--- config.mk ---
export PLATFORM = sky130hd
export DESIGN_NAME = interval_timer_channel_top
export DESIGN_NICKNAME = d
export VERILOG_FILES = /design/src/rtl/itc_pkg.sv /design/src/rtl/itc_core.sv /design/src/rtl/interval_timer_channel_top.sv
export VERILOG_INCLUDE_DIRS = /design/src /design/src/rtl
export SDC_FILE = /design/constraint.sdc
export NUM_CORES = 1
export LEC_CHECK = 0
export ABC_AREA = 1
export BUFFER_PORTS_ARGS = -buffer_cell sky130_fd_sc_hd__buf_4
export CELL_PAD_IN_SITES_DETAIL_PLACEMENT = 0
export CELL_PAD_IN_SITES_GLOBAL_PLACEMENT = 1
export CORE_MARGIN = 3
export CORE_UTILIZATION = 45
export DETAILED_ROUTE_END_ITERATION = 12
export PLACE_DENSITY_LB_ADDON = 0.1
export SLEW_MARGIN = 5
export SYNTH_ARGS = -nofsm -noshare
export SYNTH_HDL_FRONTEND = slang
export SYNTH_SLANG_ARGS = --single-unit
export TNS_END_PERCENT = 30
--- constraint.sdc ---
create_clock -name clk -period 5.3 [get_ports clk]
set_input_delay 1.06 -clock clk [delete_from_list [all_inputs] [get_ports clk]]
set_output_delay 1.06 -clock clk [all_outputs]
set_load 0.02 [all_outputs]
--- src/rtl/interval_timer_channel_top_assert.svh ---
// Assertion macros for the interval timer channel.
`ifndef INTERVAL_TIMER_CHANNEL_TOP_ASSERT_SVH
`define INTERVAL_TIMER_CHANNEL_TOP_ASSERT_SVH

`ifndef SYNTHESIS
// Same-cycle implication, disabled while reset is high.
`define ITC_ASSERT_IMPLIES(label, clk, rst, ante, cons) \
  label: assert property (@(posedge clk) disable iff (rst) (ante) |-> (cons)) \
    else $error("interval timer channel: implication failed");
// Next-cycle implication, disabled while reset is high.
`define ITC_ASSERT_NEXT(label, clk, rst, ante, cons) \
  label: assert property (@(posedge clk) disable iff (rst) (ante) |=> (cons)) \
    else $error("interval timer channel: next-cycle check failed");
`else
`define ITC_ASSERT_IMPLIES(label, clk, rst, ante, cons)
`define ITC_ASSERT_NEXT(label, clk, rst, ante, cons)
`endif

`endif

--- src/rtl/itc_pkg.sv ---
package itc_pkg;

  // Width of the down counter and of the reload register.
  localparam int CNT_BITS = 16;

  typedef enum logic [1:0] {
    OP_WRITE = 2'd0,
    OP_READ  = 2'd1,
    OP_TICK  = 2'd2,
    OP_NOP   = 2'd3
  } opcode_t;

  typedef enum logic [1:0] {
    PORT_DATA = 2'd0,
    PORT_CH1  = 2'd1,
    PORT_CH2  = 2'd2,
    PORT_CMD  = 2'd3
  } port_sel_t;

  typedef enum logic [1:0] {
    ACC_LATCH = 2'd0,
    ACC_LOW   = 2'd1,
    ACC_HIGH  = 2'd2,
    ACC_BOTH  = 2'd3
  } access_t;

  localparam logic [2:0] MODE_ONESHOT   = 3'd0;
  localparam logic [2:0] MODE_HW_ONESHOT = 3'd1;
  localparam logic [2:0] MODE_RATE      = 3'd2;
  localparam logic [2:0] MODE_SQUARE    = 3'd3;
  localparam logic [2:0] MODE_STROBE    = 3'd4;
  localparam logic [2:0] MODE_HW_STROBE = 3'd5;

  localparam logic [1:0] CHANNEL_ZERO = 2'd0;

  typedef struct packed {
    opcode_t     opcode;
    port_sel_t   port;
    logic [7:0]  data;
  } item_t;

  typedef struct packed {
    logic [7:0] read_data;
    logic       out_level;
    logic       irq_pulse;
  } result_t;

endpackage

--- src/rtl/itc_core.sv ---
module itc_core (
  input  logic            clk,
  input  logic            rst,
  input  logic            step,
  input  itc_pkg::item_t  item,
  output itc_pkg::result_t result
);
  import itc_pkg::*;

  logic [CNT_BITS-1:0] count_value, count_value_next;
  logic [CNT_BITS-1:0] reload_value, reload_value_next;
  logic [2:0]          op_mode, op_mode_next;
  access_t             access_kind, access_kind_next;
  logic                write_high, write_high_next;
  logic                read_high, read_high_next;
  logic [7:0]          low_byte_hold, low_byte_hold_next;
  logic [CNT_BITS-1:0] latched_count, latched_count_next;
  logic                latch_held, latch_held_next;
  logic                out_pin, out_pin_next;
  logic                counting, counting_next;
  logic                strobe_spent, strobe_spent_next;

  logic                do_load;
  logic                read_done;
  logic [2:0]          cmd_mode;
  logic [15:0]         read_src;
  logic [7:0]          rd_byte;
  logic [CNT_BITS-1:0] dec1, dec2;

  // Start value of a square-wave half period: odd counts are evened up
  // or down depending on which half is starting.
  function automatic logic [CNT_BITS-1:0] sq_start(input logic [CNT_BITS-1:0] n,
                                                   input logic pin);
    logic [CNT_BITS-1:0] r;
    r = n;
    if (n[0]) begin
      r = pin ? (n + CNT_BITS'(1)) : (n - CNT_BITS'(1));
    end
    return r;
  endfunction

  assign dec1     = count_value - CNT_BITS'(1);
  assign dec2     = count_value - CNT_BITS'(2);
  assign read_src = 16'(latch_held ? latched_count : count_value);
  assign cmd_mode = (item.data[3] && item.data[2]) ? {1'b0, item.data[2:1]} : item.data[3:1];

  always_comb begin
    count_value_next   = count_value;
    reload_value_next  = reload_value;
    op_mode_next       = op_mode;
    access_kind_next   = access_kind;
    write_high_next    = write_high;
    read_high_next     = read_high;
    low_byte_hold_next = low_byte_hold;
    latched_count_next = latched_count;
    latch_held_next    = latch_held;
    out_pin_next       = out_pin;
    counting_next      = counting;
    strobe_spent_next  = strobe_spent;
    do_load            = 1'b0;
    read_done          = 1'b0;
    rd_byte            = 8'h00;

    case (item.opcode)
      OP_WRITE: begin
        if (item.port == PORT_CMD) begin
          if (item.data[7:6] == CHANNEL_ZERO) begin
            if (access_t'(item.data[5:4]) == ACC_LATCH) begin
              if (!latch_held) begin
                latched_count_next = count_value;
                latch_held_next    = 1'b1;
              end
            end else begin
              access_kind_next  = access_t'(item.data[5:4]);
              op_mode_next      = cmd_mode;
              write_high_next   = 1'b0;
              read_high_next    = 1'b0;
              latch_held_next   = 1'b0;
              counting_next     = 1'b0;
              strobe_spent_next = 1'b0;
              out_pin_next      = (cmd_mode != MODE_ONESHOT);
            end
          end
        end else if (item.port == PORT_DATA) begin
          case (access_kind)
            ACC_LOW: begin
              reload_value_next = CNT_BITS'({8'h00, item.data});
              do_load           = 1'b1;
            end
            ACC_HIGH: begin
              reload_value_next = CNT_BITS'({item.data, 8'h00});
              do_load           = 1'b1;
            end
            default: begin
              if (!write_high) begin
                low_byte_hold_next = item.data;
                write_high_next    = 1'b1;
                if (op_mode == MODE_ONESHOT) begin
                  counting_next = 1'b0;
                end
              end else begin
                reload_value_next = CNT_BITS'({item.data, low_byte_hold});
                write_high_next   = 1'b0;
                do_load           = 1'b1;
              end
            end
          endcase
          if (do_load) begin
            if (op_mode == MODE_HW_ONESHOT || op_mode == MODE_HW_STROBE) begin
              counting_next = 1'b0;
            end else if (!((op_mode == MODE_RATE || op_mode == MODE_SQUARE) && counting)) begin
              out_pin_next      = (op_mode != MODE_ONESHOT);
              strobe_spent_next = 1'b0;
              count_value_next  = (op_mode == MODE_SQUARE) ?
                                  sq_start(reload_value_next, op_mode != MODE_ONESHOT) :
                                  reload_value_next;
              counting_next     = 1'b1;
            end
          end
        end
      end
      OP_READ: begin
        if (item.port == PORT_DATA) begin
          case (access_kind)
            ACC_LOW: begin
              rd_byte   = read_src[7:0];
              read_done = 1'b1;
            end
            ACC_HIGH: begin
              rd_byte   = read_src[15:8];
              read_done = 1'b1;
            end
            default: begin
              if (!read_high) begin
                rd_byte        = read_src[7:0];
                read_high_next = 1'b1;
              end else begin
                rd_byte        = read_src[15:8];
                read_high_next = 1'b0;
                read_done      = 1'b1;
              end
            end
          endcase
          if (read_done) begin
            latch_held_next = 1'b0;
          end
        end
      end
      OP_TICK: begin
        if (counting) begin
          case (op_mode)
            MODE_ONESHOT: begin
              count_value_next = dec1;
              if (dec1 == '0) begin
                out_pin_next = 1'b1;
              end
            end
            MODE_RATE: begin
              if (count_value == CNT_BITS'(1)) begin
                count_value_next = reload_value;
                out_pin_next     = 1'b1;
              end else begin
                count_value_next = dec1;
                if (dec1 == CNT_BITS'(1)) begin
                  out_pin_next = 1'b0;
                end
              end
            end
            MODE_SQUARE: begin
              if (dec2 == '0) begin
                out_pin_next     = !out_pin;
                count_value_next = sq_start(reload_value, !out_pin);
              end else begin
                count_value_next = dec2;
              end
            end
            MODE_STROBE: begin
              out_pin_next     = 1'b1;
              count_value_next = dec1;
              if (dec1 == '0 && !strobe_spent) begin
                out_pin_next      = 1'b0;
                strobe_spent_next = 1'b1;
              end
            end
            default: begin
            end
          endcase
        end
      end
      default: begin
      end
    endcase
  end

  assign result.read_data = rd_byte;
  assign result.out_level = out_pin_next;
  assign result.irq_pulse = !out_pin && out_pin_next;

  always_ff @(posedge clk) begin
    if (rst) begin
      count_value   <= '0;
      reload_value  <= '0;
      op_mode       <= MODE_ONESHOT;
      access_kind   <= ACC_BOTH;
      write_high    <= 1'b0;
      read_high     <= 1'b0;
      low_byte_hold <= 8'h00;
      latched_count <= '0;
      latch_held    <= 1'b0;
      out_pin       <= 1'b0;
      counting      <= 1'b0;
      strobe_spent  <= 1'b0;
    end else if (step) begin
      count_value   <= count_value_next;
      reload_value  <= reload_value_next;
      op_mode       <= op_mode_next;
      access_kind   <= access_kind_next;
      write_high    <= write_high_next;
      read_high     <= read_high_next;
      low_byte_hold <= low_byte_hold_next;
      latched_count <= latched_count_next;
      latch_held    <= latch_held_next;
      out_pin       <= out_pin_next;
      counting      <= counting_next;
      strobe_spent  <= strobe_spent_next;
    end
  end

endmodule

--- src/rtl/interval_timer_channel_top.sv ---
// An item is held in the input register and its result in the result register.
// Throughput: one item per cycle; ready stays high unless both the input
// register and the result register are full and the result is not taken.
// The rate is set by the single state update in the channel core.
// Reset (synchronous, active high) empties both registers and returns the
// channel to stopped, mode 0, low-then-high access, output low.
`include "interval_timer_channel_top_assert.svh"

module interval_timer_channel_top (
  input  logic       clk,
  input  logic       rst,
  input  logic       in_valid,
  output logic       in_ready,
  input  logic [1:0] opcode,
  input  logic [1:0] port,
  input  logic [7:0] write_data,
  output logic       out_valid,
  input  logic       out_ready,
  output logic [7:0] read_data,
  output logic       out_level,
  output logic       irq_pulse
);
  import itc_pkg::*;

  // Input register: holds one accepted item until the core consumes it.
  logic    s1_valid;
  item_t   s1_item;
  // The core consumes the held item whenever the result register can
  // take its result in the same cycle.
  logic    s1_adv;
  result_t core_result;
  result_t out_result;

  assign s1_adv   = s1_valid && (!out_valid || out_ready);
  assign in_ready = !s1_valid || s1_adv;

  always_ff @(posedge clk) begin
    if (rst) begin
      s1_valid <= 1'b0;
    end else if (in_ready) begin
      s1_valid <= in_valid;
    end
  end

  always_ff @(posedge clk) begin
    if (in_valid && in_ready) begin
      s1_item.opcode <= opcode_t'(opcode);
      s1_item.port   <= port_sel_t'(port);
      s1_item.data   <= write_data;
    end
  end

  // The channel state advances only on the cycle its item moves on, so
  // every item updates the counter exactly once.
  itc_core u_core (
    .clk    (clk),
    .rst    (rst),
    .step   (s1_adv),
    .item   (s1_item),
    .result (core_result)
  );

  // Result register: a finished result waits here for its transfer while
  // the input register can already hold the next item.
  always_ff @(posedge clk) begin
    if (rst) begin
      out_valid <= 1'b0;
    end else if (s1_adv) begin
      out_valid <= 1'b1;
    end else if (out_ready) begin
      out_valid <= 1'b0;
    end
  end

  always_ff @(posedge clk) begin
    if (s1_adv) begin
      out_result <= core_result;
    end
  end

  assign read_data = out_result.read_data;
  assign out_level = out_result.out_level;
  assign irq_pulse = out_result.irq_pulse;

  `ITC_ASSERT_IMPLIES(a_ready_low_full, clk, rst, !in_ready, s1_valid && out_valid && !out_ready)
  `ITC_ASSERT_IMPLIES(a_no_advance_into_stall, clk, rst, out_valid && !out_ready, !s1_adv)
  `ITC_ASSERT_IMPLIES(a_irq_means_high, clk, rst, out_valid && irq_pulse, out_level)
  `ITC_ASSERT_NEXT(a_advance_gives_result, clk, rst, s1_adv, out_valid)

endmodule

# [Yosys cells after proc, flatten, opt, wreduce, memory -nomap -nowiden]
# Cells that the tools add are included.
# Widths: inputs -> output; s select.
[totals] register_bits=91 inputBits=16 output_inout_bits=12 wordCells=190
[op_classes] reduce_logical=40 bitwise=4 n_mux=84 eq_ne=36 addsub=6
[op_table] cell="$mux 16" count=18
[op_table] cell="$pmux 16 s2" count=2
[op_table] cell="$mux 1" count=55
[op_table] cell="$pmux 16 s3" count=1
[op_table] cell="$sub 16x1->16 const B" count=3
[op_table] cell="$add 16x1->16 const B" count=2
[op_table] cell="$eq 16x1->1 const B" count=2
[op_table] cell="$logic_not 16->1" count=2
[op_table] cell="$ne 2x1->1 const B" count=10
[op_table] cell="$reduce_and 6->1" count=3
[op_table] cell="$pmux 8 s2" count=1
[op_table] cell="$sub 16x2->16 const B" count=1
[op_table] cell="$reduce_and 5->1" count=3
[op_table] cell="$ne 2x2->1 const B" count=7
[op_table] cell="$reduce_and 11->1" count=1
[op_table] cell="$reduce_and 9->1" count=1
[op_table] cell="$logic_not 2->1" count=4
[op_table] cell="$mux 8" count=1
[op_table] cell="$pmux 1 s2" count=4
[op_table] cell="$reduce_bool 2->1" count=4
[op_table] cell="$reduce_and 7->1" count=1
[op_table] cell="$eq 2x2->1 const B" count=3
[op_table] cell="$eq 3x2->1 const B" count=2
[op_table] cell="$eq 3x3->1 const B" count=2
[op_table] cell="other kinds (17)" count=37

# [Logic depth before layout (Yosys ltp)]
# Gate-level depths: netlist of run 1.
[logic_depth] depth_word=15 ltp_mapped=23 mapped_depth_nobuf=21

# [Modules after synthesis]
# A second synthesis of run 1 with hierarchy kept.
[hier_totals] cells_unflattened=1178 hier_area_um2=7516.0
[by_module_without_submodules] module="itc_core" area_each_um2=6764.0 n_inst=1 seq_area_each_um2=1341.3 cells_each=1144
[by_module_without_submodules] module="interval_timer_channel_top" area_each_um2=752.0 n_inst=1 seq_area_each_um2=700.7 cells_each=34

# [Worst setup path before layout of run 1]
# No wires, ideal clock.
[synth_timing] path_type="register to register" start="reg u_core.op_mode[0]" end="reg u_core.count_value[14]" path_buffers=0 period_less_slack_ns=2.933 slack_ns=2.367 required_ns=5.230 setup_ns=0.070 path_stages_with_launch=16 t_arrival_ns=2.864 cell_sequence="dfxtp_1 > nor2_2 > inv_1 > nor2_1 > ha_1 > a21oi_1 > o21ai_0 > a21oi_1 > o21bai_1 > nand2_1 > nand2_1 > a21oi_1 > o21ai_0 > nand2_1 > nand2_1 > a21oi_1"
[synth_between] elab_chain_len=10 elab_cells_between_ends=26 classes_between="eq/ne: 8; mux: 11; reduce/logical: 7"
[synth_rtl] element="from (decl)" line_no="itc_core.sv:12" text="logic [2:0] op_mode, op_mode_next;"
[synth_rtl] element="from (signal assigned)" line_no="itc_core.sv:216" text="op_mode <= op_mode_next;"
[synth_rtl] element="$reduce_bool 3->1" line_no="itc_core.sv:115" text="sq_start(reload_value_next, op_mode != MODE_ONESHOT) :"
[synth_rtl] element="$mux 16" line_no="itc_core.sv:37" text="r = pin ? (n + CNT_BITS'(1)) : (n - CNT_BITS'(1));"
[synth_rtl] element="$mux 16" line_no="itc_core.sv:36" text="if (n[0]) begin"
[synth_rtl] element="$mux 16" line_no="itc_core.sv:114" text="count_value_next = (op_mode == MODE_SQUARE) ?"
[synth_rtl] element="$mux 16" line_no="itc_core.sv:111" text="end else if (!((op_mode == MODE_RATE || op_mode == MODE_SQUARE) && counting)) begin"
[synth_rtl] element="$mux 16" line_no="itc_core.sv:109" text="if (op_mode == MODE_HW_ONESHOT || op_mode == MODE_HW_STROBE) begin"
[synth_rtl] element="$mux 16" line_no="itc_core.sv:108" text="if (do_load) begin"
[synth_rtl] element="$mux 16" line_no="itc_core.sv:84" text="end else if (item.port == PORT_DATA) begin"
[synth_rtl] element="$mux 16" line_no="itc_core.sv:66" text="if (item.port == PORT_CMD) begin"
[synth_rtl] element="$pmux 16 s2" line_no="itc_core.sv:64" text="case (item.opcode)"
[synth_rtl] element="to (signal assigned)" line_no="itc_core.sv:214" text="count_value <= count_value_next;"
[synth_rtl] element="to (decl)" line_no="itc_core.sv:10" text="logic [CNT_BITS-1:0] count_value, count_value_next;"
# Parallel ways exist; a longest one is shown, timed or not. The select of a mux whose other input is x is not followed.
# A chain may end at the register's enable or synchronous reset.

# [Worst setup path after layout of run 1]
[layout_timing] start="reg u_core.access_kind[0]" end="reg u_core.count_value[3]"
[layout_between] elab_chain_len=15 elab_cells_between_ends=24 classes_between="add/sub: 2; eq/ne: 3; mux: 17; reduce/logical: 2"
[layout_rtl] element="from (decl)" line_no="itc_core.sv:13" text="access_t access_kind, access_kind_next;"
[layout_rtl] element="from (signal assigned)" line_no="itc_core.sv:217" text="access_kind <= access_kind_next;"
[layout_rtl] element="$eq 2x2->1 or $eq 2x1->1 (tied branches)" line_no="itc_core.sv:85" text="case (access_kind)"
[layout_rtl] element="$pmux 16 s2" line_no="itc_core.sv:85"
[layout_rtl] element="$mux 16" line_no="itc_core.sv:84"
[layout_rtl] element="$mux 16" line_no="itc_core.sv:66"
[layout_rtl] element="$mux 16" line_no="itc_core.sv:64"
[layout_rtl] element="$sub 16x1->16 or $add 16x1->16 (tied branches)" line_no="itc_core.sv:37"
[layout_rtl] element="$mux 16" line_no="itc_core.sv:37"
[layout_rtl] element="$mux 16" line_no="itc_core.sv:36"
[layout_rtl] element="$mux 16" line_no="itc_core.sv:114"
[layout_rtl] element="$mux 16" line_no="itc_core.sv:111"
[layout_rtl] element="$mux 16" line_no="itc_core.sv:109"
[layout_rtl] element="$mux 16" line_no="itc_core.sv:108"
[layout_rtl] element="$mux 16" line_no="itc_core.sv:84"
[layout_rtl] element="$mux 16" line_no="itc_core.sv:66"
[layout_rtl] element="$pmux 16 s2" line_no="itc_core.sv:64"
# Parallel ways exist; a longest one is shown, timed or not. The select of a mux whose other input is x is not followed.

==> results of run 1 <==
registers in the layout, summed over array words and instances (netlist names), 2 cells and up:
name and cells:
u_core.access_kind 2, u_core.reload_value 16, u_core.low_byte_hold 8, u_core.op_mode 3, read_data 8, u_core.count_value 16, s1_item 12, u_core.latched_count 16
how the worst min path moves through the flow:
stage / start / endpoint / slack (ns) / cells past startpoint
global route: u_core.latched_count[11] / u_core.latched_count[11] / 0.49 / 2
floorplan: u_core.latched_count[11] / u_core.latched_count[11] / 0.43 / 2
detailed placement: u_core.latched_count[9] / u_core.latched_count[9] / 0.45 / 2
global placement: u_core.latched_count[11] / u_core.latched_count[11] / 0.44 / 2
CTS: u_core.latched_count[9] / u_core.latched_count[9] / 0.46 / 2
finish: u_core.strobe_spent / u_core.strobe_spent / 0.46 / 2
synth_stat cells (3+ instances only):
cell      instances
ha_1             38
xor2_1           10
o21ai_0         130
a21oi_2           4
nand2_2           7
nand3_1          66
a21o_1            5
buf_2             6
nand4_1          10
xor2_2            4
nand2_4           3
nor2_1           94
nand2_1         252
a31oi_1           5
nor2_2            8
o31ai_1          10
edfxtp_1         22
inv_2             3
a21oi_1         159
o21ai_1           5
a211oi_1         12
inv_1           116
nor3_1            9
nor2_4           11
o211ai_1         19
clkinv_1          3
xnor2_1           5
o22ai_1          11
clkbuf_1         33
dfxtp_1          69
per-layer routing:
layer / up-vias / routed length (um) / share of wire
met1: 3555 / 11600 / 0.46
met5: - / 0 / 0
li1: 3955 / - / -
met4: 0 / 640 / 0.026
met2: 281 / 11100 / 0.45
met3: 55 / 1640 / 0.066
cells by family (layout without fill, tap and decap cells):
kind of cell / after synthesis / count (layout) / synth area share
fa+ha+maj: 38 / 38 / 0.0635
buf+inv: 166 / 175 / 0.0867
mux: 1 / 1 / 0.00134
simple gates: 468 / 468 / 0.274
compound gates: 373 / 373 / 0.276
flops: 91 / 91 / 0.273
xor+xnor: 19 / 19 / 0.0262
cell type report:
type	count	area (sq um)
Timing Repair Buffer	37	278
Tap cell	216	270
Sequential cell	91	2040
Clock buffer	12	268
Clock inverter	4	77.6
Inverter	122	458
Multi-Input combinational cell	899	4800
Fill cell	1686	7860
metrics by stage:
step | utilization | hold slack, ns | setup WS, ns | instance area, sq um | power [uW]
6_report | 0.510 | 0.464 | 1.80 | 8200 | 1810
5_1_grt | 0.510 | 0.493 | 1.48 | 8200 | 1880
4_1_cts | 0.510 | 0.462 | 1.87 | 8200 | 1820
3_5_place_dp | 0.489 | 0.453 | 1.92 | 7850 | 1070
3_3_place_gp | 0.489 | 0.442 | 1.88 | 7850 | 1080
2_1_floorplan | - | 0.429 | 2.37 | 7490 | 982
worst reg2reg max path, cell delays in order (launching register included):
cell	delay [ns]
dfxtp_1	0.35
inv_1	0.05
ha_1	0.31
buf_4	0.23
nand3_1	0.12
nand2_1	0.18
nor2_1	0.68
clkinv_1	0.69
a21oi_1	0.27
o21ai_0	0.11
a21oi_1	0.21
nand2_1	0.12
a21oi_2	0.11
power by group:
| part | internal [uW] | switching [uW] |
|---|---|---|
| Sequential | 728 | 19.3 |
| Combinational | 104 | 213 |
| Clock | 459 | 289 |
layout by cell type, fill, tap and decap left out, types with 2 or more instances in the layout:
| master | n |
|---|---|
| nor2_4 | 11 |
| o21ai_1 | 5 |
| xor2_1 | 10 |
| inv_1 | 115 |
| nand2_1 | 252 |
| nand3_1 | 66 |
| bufinv_16 | 2 |
| nor2_1 | 94 |
| o211ai_1 | 19 |
| nor3_1 | 8 |
| edfxtp_1 | 22 |
| xnor2_1 | 5 |
| buf_4 | 37 |
| clkinv_1 | 4 |
| xor2_2 | 4 |
| nand4_1 | 10 |
| o21a_1 | 2 |
| clkbuf_16 | 10 |
| o31ai_1 | 10 |
| nor2_2 | 8 |
| o21ai_0 | 130 |
| o22ai_1 | 11 |
| a211oi_1 | 12 |
| a21oi_1 | 159 |
| nand2_2 | 7 |
| o21bai_2 | 2 |
| inv_2 | 3 |
| and3_1 | 2 |
| dfxtp_1 | 69 |
| nand3b_1 | 2 |
| a21oi_2 | 4 |
| nand2_4 | 3 |
| a221oi_1 | 2 |
| a21o_1 | 5 |
| o21bai_1 | 2 |
| ha_1 | 38 |
| a31oi_1 | 5 |
| or2_2 | 2 |
==> results.md, run 1 <==
- Hold_buf cts: 0
- GR Util met3: 0.0369
- Setup TNS: 0 ns
- CP required: 5.58 ns
- RR Endpoint: u_core.count_value[3]
- Met1 Usage GRT: 0.383
- Max-slew violations: 0
- Worst R2R Start: u_core.access_kind[0]
- CTS sink cnt: 91
- Inserted Clock Buffers: 9
- Post-Syn Instances: 1,156
- Pwr/cell area: 221 nW/um^2
- Mean post-synth cell area: 6.48 sq um
- Setup violators final: 0
- DR vias/cell: 5.68
- Worst-case clock buffer depth: 2
- Worst-path clk slew: 0.07 ns
- First-pass GRT wire length: 39,100 um
- Yosys top cell area share: 0.184
- FMAX: 286 MHz
- Status: complete, no violations
- Leak Pwr: 0.00352 uW
- Crit start category: flip-flop
- Total Routed Length: 25,000 um
- Synth Warn #: 0
- Die height: 135 um
- Antenna Cells: 0
- Post-route DRC: 0
- IR drop worst, VDD: 0.166 mV
- Boundary pin count: 28
- Placed cells: 1,365
- Core area: 16,100 sq um
- Netlist cell types: 48
- Fin crit period: 3.50 ns
- Post-synth EDFFs: 22
- Slew @ Worst Pin: 1.01 ns
- Drt first pass iters: 7
- RePlAce Congestion: 0.935
- Final Cycle Share: 0.660
- IO Port Bufs: 27
- Crit path arrival time: 3.78 ns
- Die width: 135 um
- Setup crit end kind: flip-flop
- H-tree depth reported by CTS: 3
- CTS tree: built
- Synth top area cells: dfxtp_1 (18%), nand2_1 (13%), a21oi_1 (11%)
- CP max-delay cell: clkinv_1
- Total global routing overflow: 0
- Cell Area, Synth: 7490 sq um
- Post-synth ARST share: 0
- CP bufs+invs: 3
- Clock Skew: 0.00758 ns
- R2R cell count: 12
- Via count: 7,846
- Postcts setup bufs: 0
- Row cnt: 46
- Rel. slew slack: 0.327
- Number of global-route vias before repair: 7,315
- R2R setup slack: 1.80 ns
- Post-cts sizing count: 0
- Starting density of the core: 0.466
- Post-synth top flop: dfxtp_1
- RSZ-0062 raised after global routing: no
- Area leader, netlist: dfxtp_1
- HP Class: reg2reg
- Crit path cell chain: inv_1, ha_1, buf_4, nand3_1, nand2_1, nor2_1, clkinv_1, a21oi_1, o21ai_0, a21oi_1, nand2_1, a21oi_2
- Busiest grt layer: met2
- Crit path to: u_core.count_value[3]
- Final net count: 1,214
- Initial DRC count: 570
- HPWL Detailed: 19,100 um
- Crit path kind: reg2reg
- CP startpoint: u_core.access_kind[0]
- Crit. path cell count: 12
- Maxcap violations: 0
- Clk Tree Root Cell: clkbuf_16
- Seq cells post-synth: 91
- GRT Total Usage: 0.274
- Worst-skew pair later-pin latency: 0.34 ns
- Sequential-to-total area share from yosys stat: 0.273
- Syn_nets: 1,210
- Pin count of the biggest net entering global routing: 51
- Initial antenna violation count: 0
- Top cell family by delay on the critical path: simple AND/OR/NAND/NOR gates
- Final Hold Fails: 0
- Met2 Resource Use GR: 0.439
- Crit-path max cell delay: 0.69 ns
- Layout cells sized above 1: 0.0841
- Area Growth Syn to Fin: 9.44%
- Remaining antenna violation count after routing: 0
- Drt wl/cell: 18.1 um
- Overall die area: 18,200 sq um
- Post-route insts no fill: 1,381
- Max FO, Critical Path: 24
(Power assumes the default switching activity.)
==> inputs of run 2 (changes only) <==
- CORE_UTILIZATION: 45 -> 41
- clock period: 5.3 -> 2.81 ns (I/O delays scaled with it)
==> run 2 against run 1 <==
  * Final area rose by 9.9%
  * Global-route usage down 0.86 points
  * Worst setup slack lost 1.7 ns
  * Non-clock buffer count grew 86
  * Largest cell class unchanged
  * Highest routed layer unchanged
==> results.md, run 2 (synthesis gave the netlist of run 1 again) <==
- Initial DRC count: 552 (-3.2%)
- Worst-path clk slew: 0.07 ns (about the same)
- FILL cells: 1,889 (+12%)
- Via count: 8,088 (+3.1%)
- Crit path arrival time: 2.96 ns (-0.82 ns)
- Final WS setup: 0.0900 ns (-1.71 ns)
- Worst-skew pair later-pin latency: 0.34 ns (about the same)
- Drt first pass iters: 5 (-2)
- Met1 WL: 12,300 um (+6.5%)
- CP required: 3.05 ns (-2.53 ns)
- Overall die area: 19,900 sq um (+9.3%)
- Initial antenna violation count: 0 (unchanged)
- RSZ-0062 raised after global routing: yes
- Crit path kind: reg2reg
- Fin crit period: 2.72 ns (-0.776 ns)
- Maxcap violations: 0 (unchanged)
- Die width: 141 um (+4.6%)
- Placed cells: 1,450 (+6.2%)
- Met2 Routed Length: 11,900 um (+7.0%)
- Clock Skew: 0.0113 ns (+0.00370 ns)
- GRT Total Usage: 0.265 (-0.00859)
- Max FO, Critical Path: 13 (-46%)
- Clk Tree Root Cell: clkbuf_16
- Final net count: 1,300 (+7.1%)
- Biggest regs: u_core.count_value (16), u_core.latched_count (16), u_core.reload_value (16)
- Setup violators final: 0 (unchanged)
- H-tree depth reported by CTS: 3 (unchanged)
- Pwr/cell area: 367 nW/um^2 (+66%)
- Max-slew violations: 0 (unchanged)
- Most frequent cells in the layout: nand2_1 (247), a21oi_1 (145), buf_4 (118), o21ai_0 (115), inv_1 (114)
- Slew @ Worst Pin: 0.578 ns (-0.430 ns)
- Wire length on met3: 1460 um (-11%)
- HP Start: write_data[4]
- Worst-case clock buffer depth: 2 (unchanged)
- CP startpoint: u_core.access_kind[0]
- Antenna Cells: 0 (unchanged)
- Boundary pin count: 28 (unchanged)
- Setup crit end kind: flip-flop
- Crit path cell chain: inv_1, ha_4, buf_4, buf_4, o32ai_1, buf_4, ha_1, nand2_1, nor2_1, a211oi_1, nand3_2, nand2_1, nand2_1, nand3_2, nand3_1, nand2_1, inv_1
- Crit-path max cell delay: 0.33 ns (-0.36 ns)
- Post-route DRC: 0 (unchanged)
- Inserted Clock Buffers: 9 (unchanged)
- Starting density of the core: 0.426 (-0.0408)
- Hold_buf cts: 0 (unchanged)
- Place WS: -0.0811 ns (-2.00 ns)
- Die height: 141 um (+4.6%)
- First-pass GRT wire length: 41,700 um (+6.5%)
- RePlAce Congestion: 0.953 (+1.9%)
- Status: complete, no violations
- Row cnt: 48 (+4.3%)
- HP Class: in2reg
- Multi-input logic area: 4960 sq um (+3.3%)
- DR vias/cell: 5.48 (-3.6%)
- DR top layer: met4
- Total Routed Length: 26,400 um (+5.6%)
- IR drop worst, VDD: 0.242 mV (+46%)
- IO Port Bufs: 27 (unchanged)
- Most common cell after layout, fill and taps aside: nand2_1
- Pin count of the biggest net entering global routing: 38 (-25%)
- Post-route insts no fill: 1,476 (+6.9%)
- Final Hold Fails: 0 (unchanged)
- Layout cells sized above 1: 0.179 (+0.0949)
- CP max-delay cell: dfxtp_2
- Worst R2R Start: u_core.access_kind[0]
- Crit start category: flip-flop
- Drt wl/cell: 17.9 um (-1.2%)
- CTS tree: built
- Rel. slew slack: 0.604 (+0.278)
- Pwr Total: 3310 uW (+82%)
- Most used cell, CP: nand2_1
- Area Growth Syn to Fin: 20.3%
- Core area: 17,600 sq um (+9.6%)
- Remaining antenna violation count after routing: 0 (unchanged)
- Final Cycle Share: 0.968 (+0.308)
- Final hold slack: 0.390 ns (-0.0738 ns)
- Sequential cell area: 2040 sq um (about the same)
- Final core occ: 0.512 (+0.00165)
- Leak Pwr: 0.00396 uW (+12%)
- FMAX: 368 MHz (+29%)
- CTS sink cnt: 91 (unchanged)
- Total global routing overflow: 0 (unchanged)
- Number of global-route vias before repair: 7,534 (+3.0%)
- HPWL Detailed: 21,000 um (+9.7%)
run 2: cell count changes in the layout (fill, tap and decap cells not counted), sizes merged:
cell	before	now
buf	37	123
bufinv	2	0
clkbuf	12	11
clkinv	4	5
clkinvlp	0	1
inv	120	121
run 2: cell type report:
cell class / instances / area share
clock buffers: 11 / 0.0281
inverters: 122 / 0.0514
repair buffers: 123 / 0.107
well taps: 225 / 0.0312
flip-flops and latches: 91 / 0.227
clock inverters: 5 / 0.00472
multi-input cells: 899 / 0.550
run 2: per-stage QoR:
step | instance area, sq um | setup TNS [ns]
after floorplan | 7490 | 0
after global placement | 8470 | 0
after detailed placement | 8470 | -0.240
after CTS | 8820 | 0
after global routing | 9010 | -0.345
final | 9010 | 0
run 2: timing repair:
| item | 4_1_cts | 5_1_grt |
|---|---|---|
| pin swaps | 3 | 16 |
| setup endpoints to repair | 9 | 16 |
| endpoints found under the hold margin | 0 | 0 |
| buffers inserted | 3 | 7 |
| gates resized for setup | 9 | 50 |
run 2: report_power, final:
| part | switching [uW] | internal [uW] |
|---|---|---|
| combinational | 434 | 253 |
| clock | 559 | 659 |
| sequential | 30.1 | 1370 |
run 2: layer usage:
layer  track usage  vias to the layer above
li1              -                     4139
met1         0.373                     3681
met2         0.430                      221
met3        0.0332                       47
met4        0.0734                        0
met5             0                        -
run 2: path summary, 6_finish.rpt:
| check | end | slack (ns) | cells after the start |
|---|---|---|---|
| max | u_core.count_value[15] | 0.09 | 17 |
| min | s1_item[4] | 0.39 | 1 |
| max reg2reg | u_core.count_value[15] | 0.09 | 17 |
| min reg2reg | u_core.latched_count[9] | 0.46 | 2 |
run 2: critical path, delay by kind of cell (launching register included):
family	cells	cell delay, ns
AND/OR/NAND/NOR	8	0.59
adder cells (fa/ha/maj)	2	0.52
flip-flops	1	0.33
AO/OA/AOI/OAI	2	0.53
buffers and inverters	5	0.63
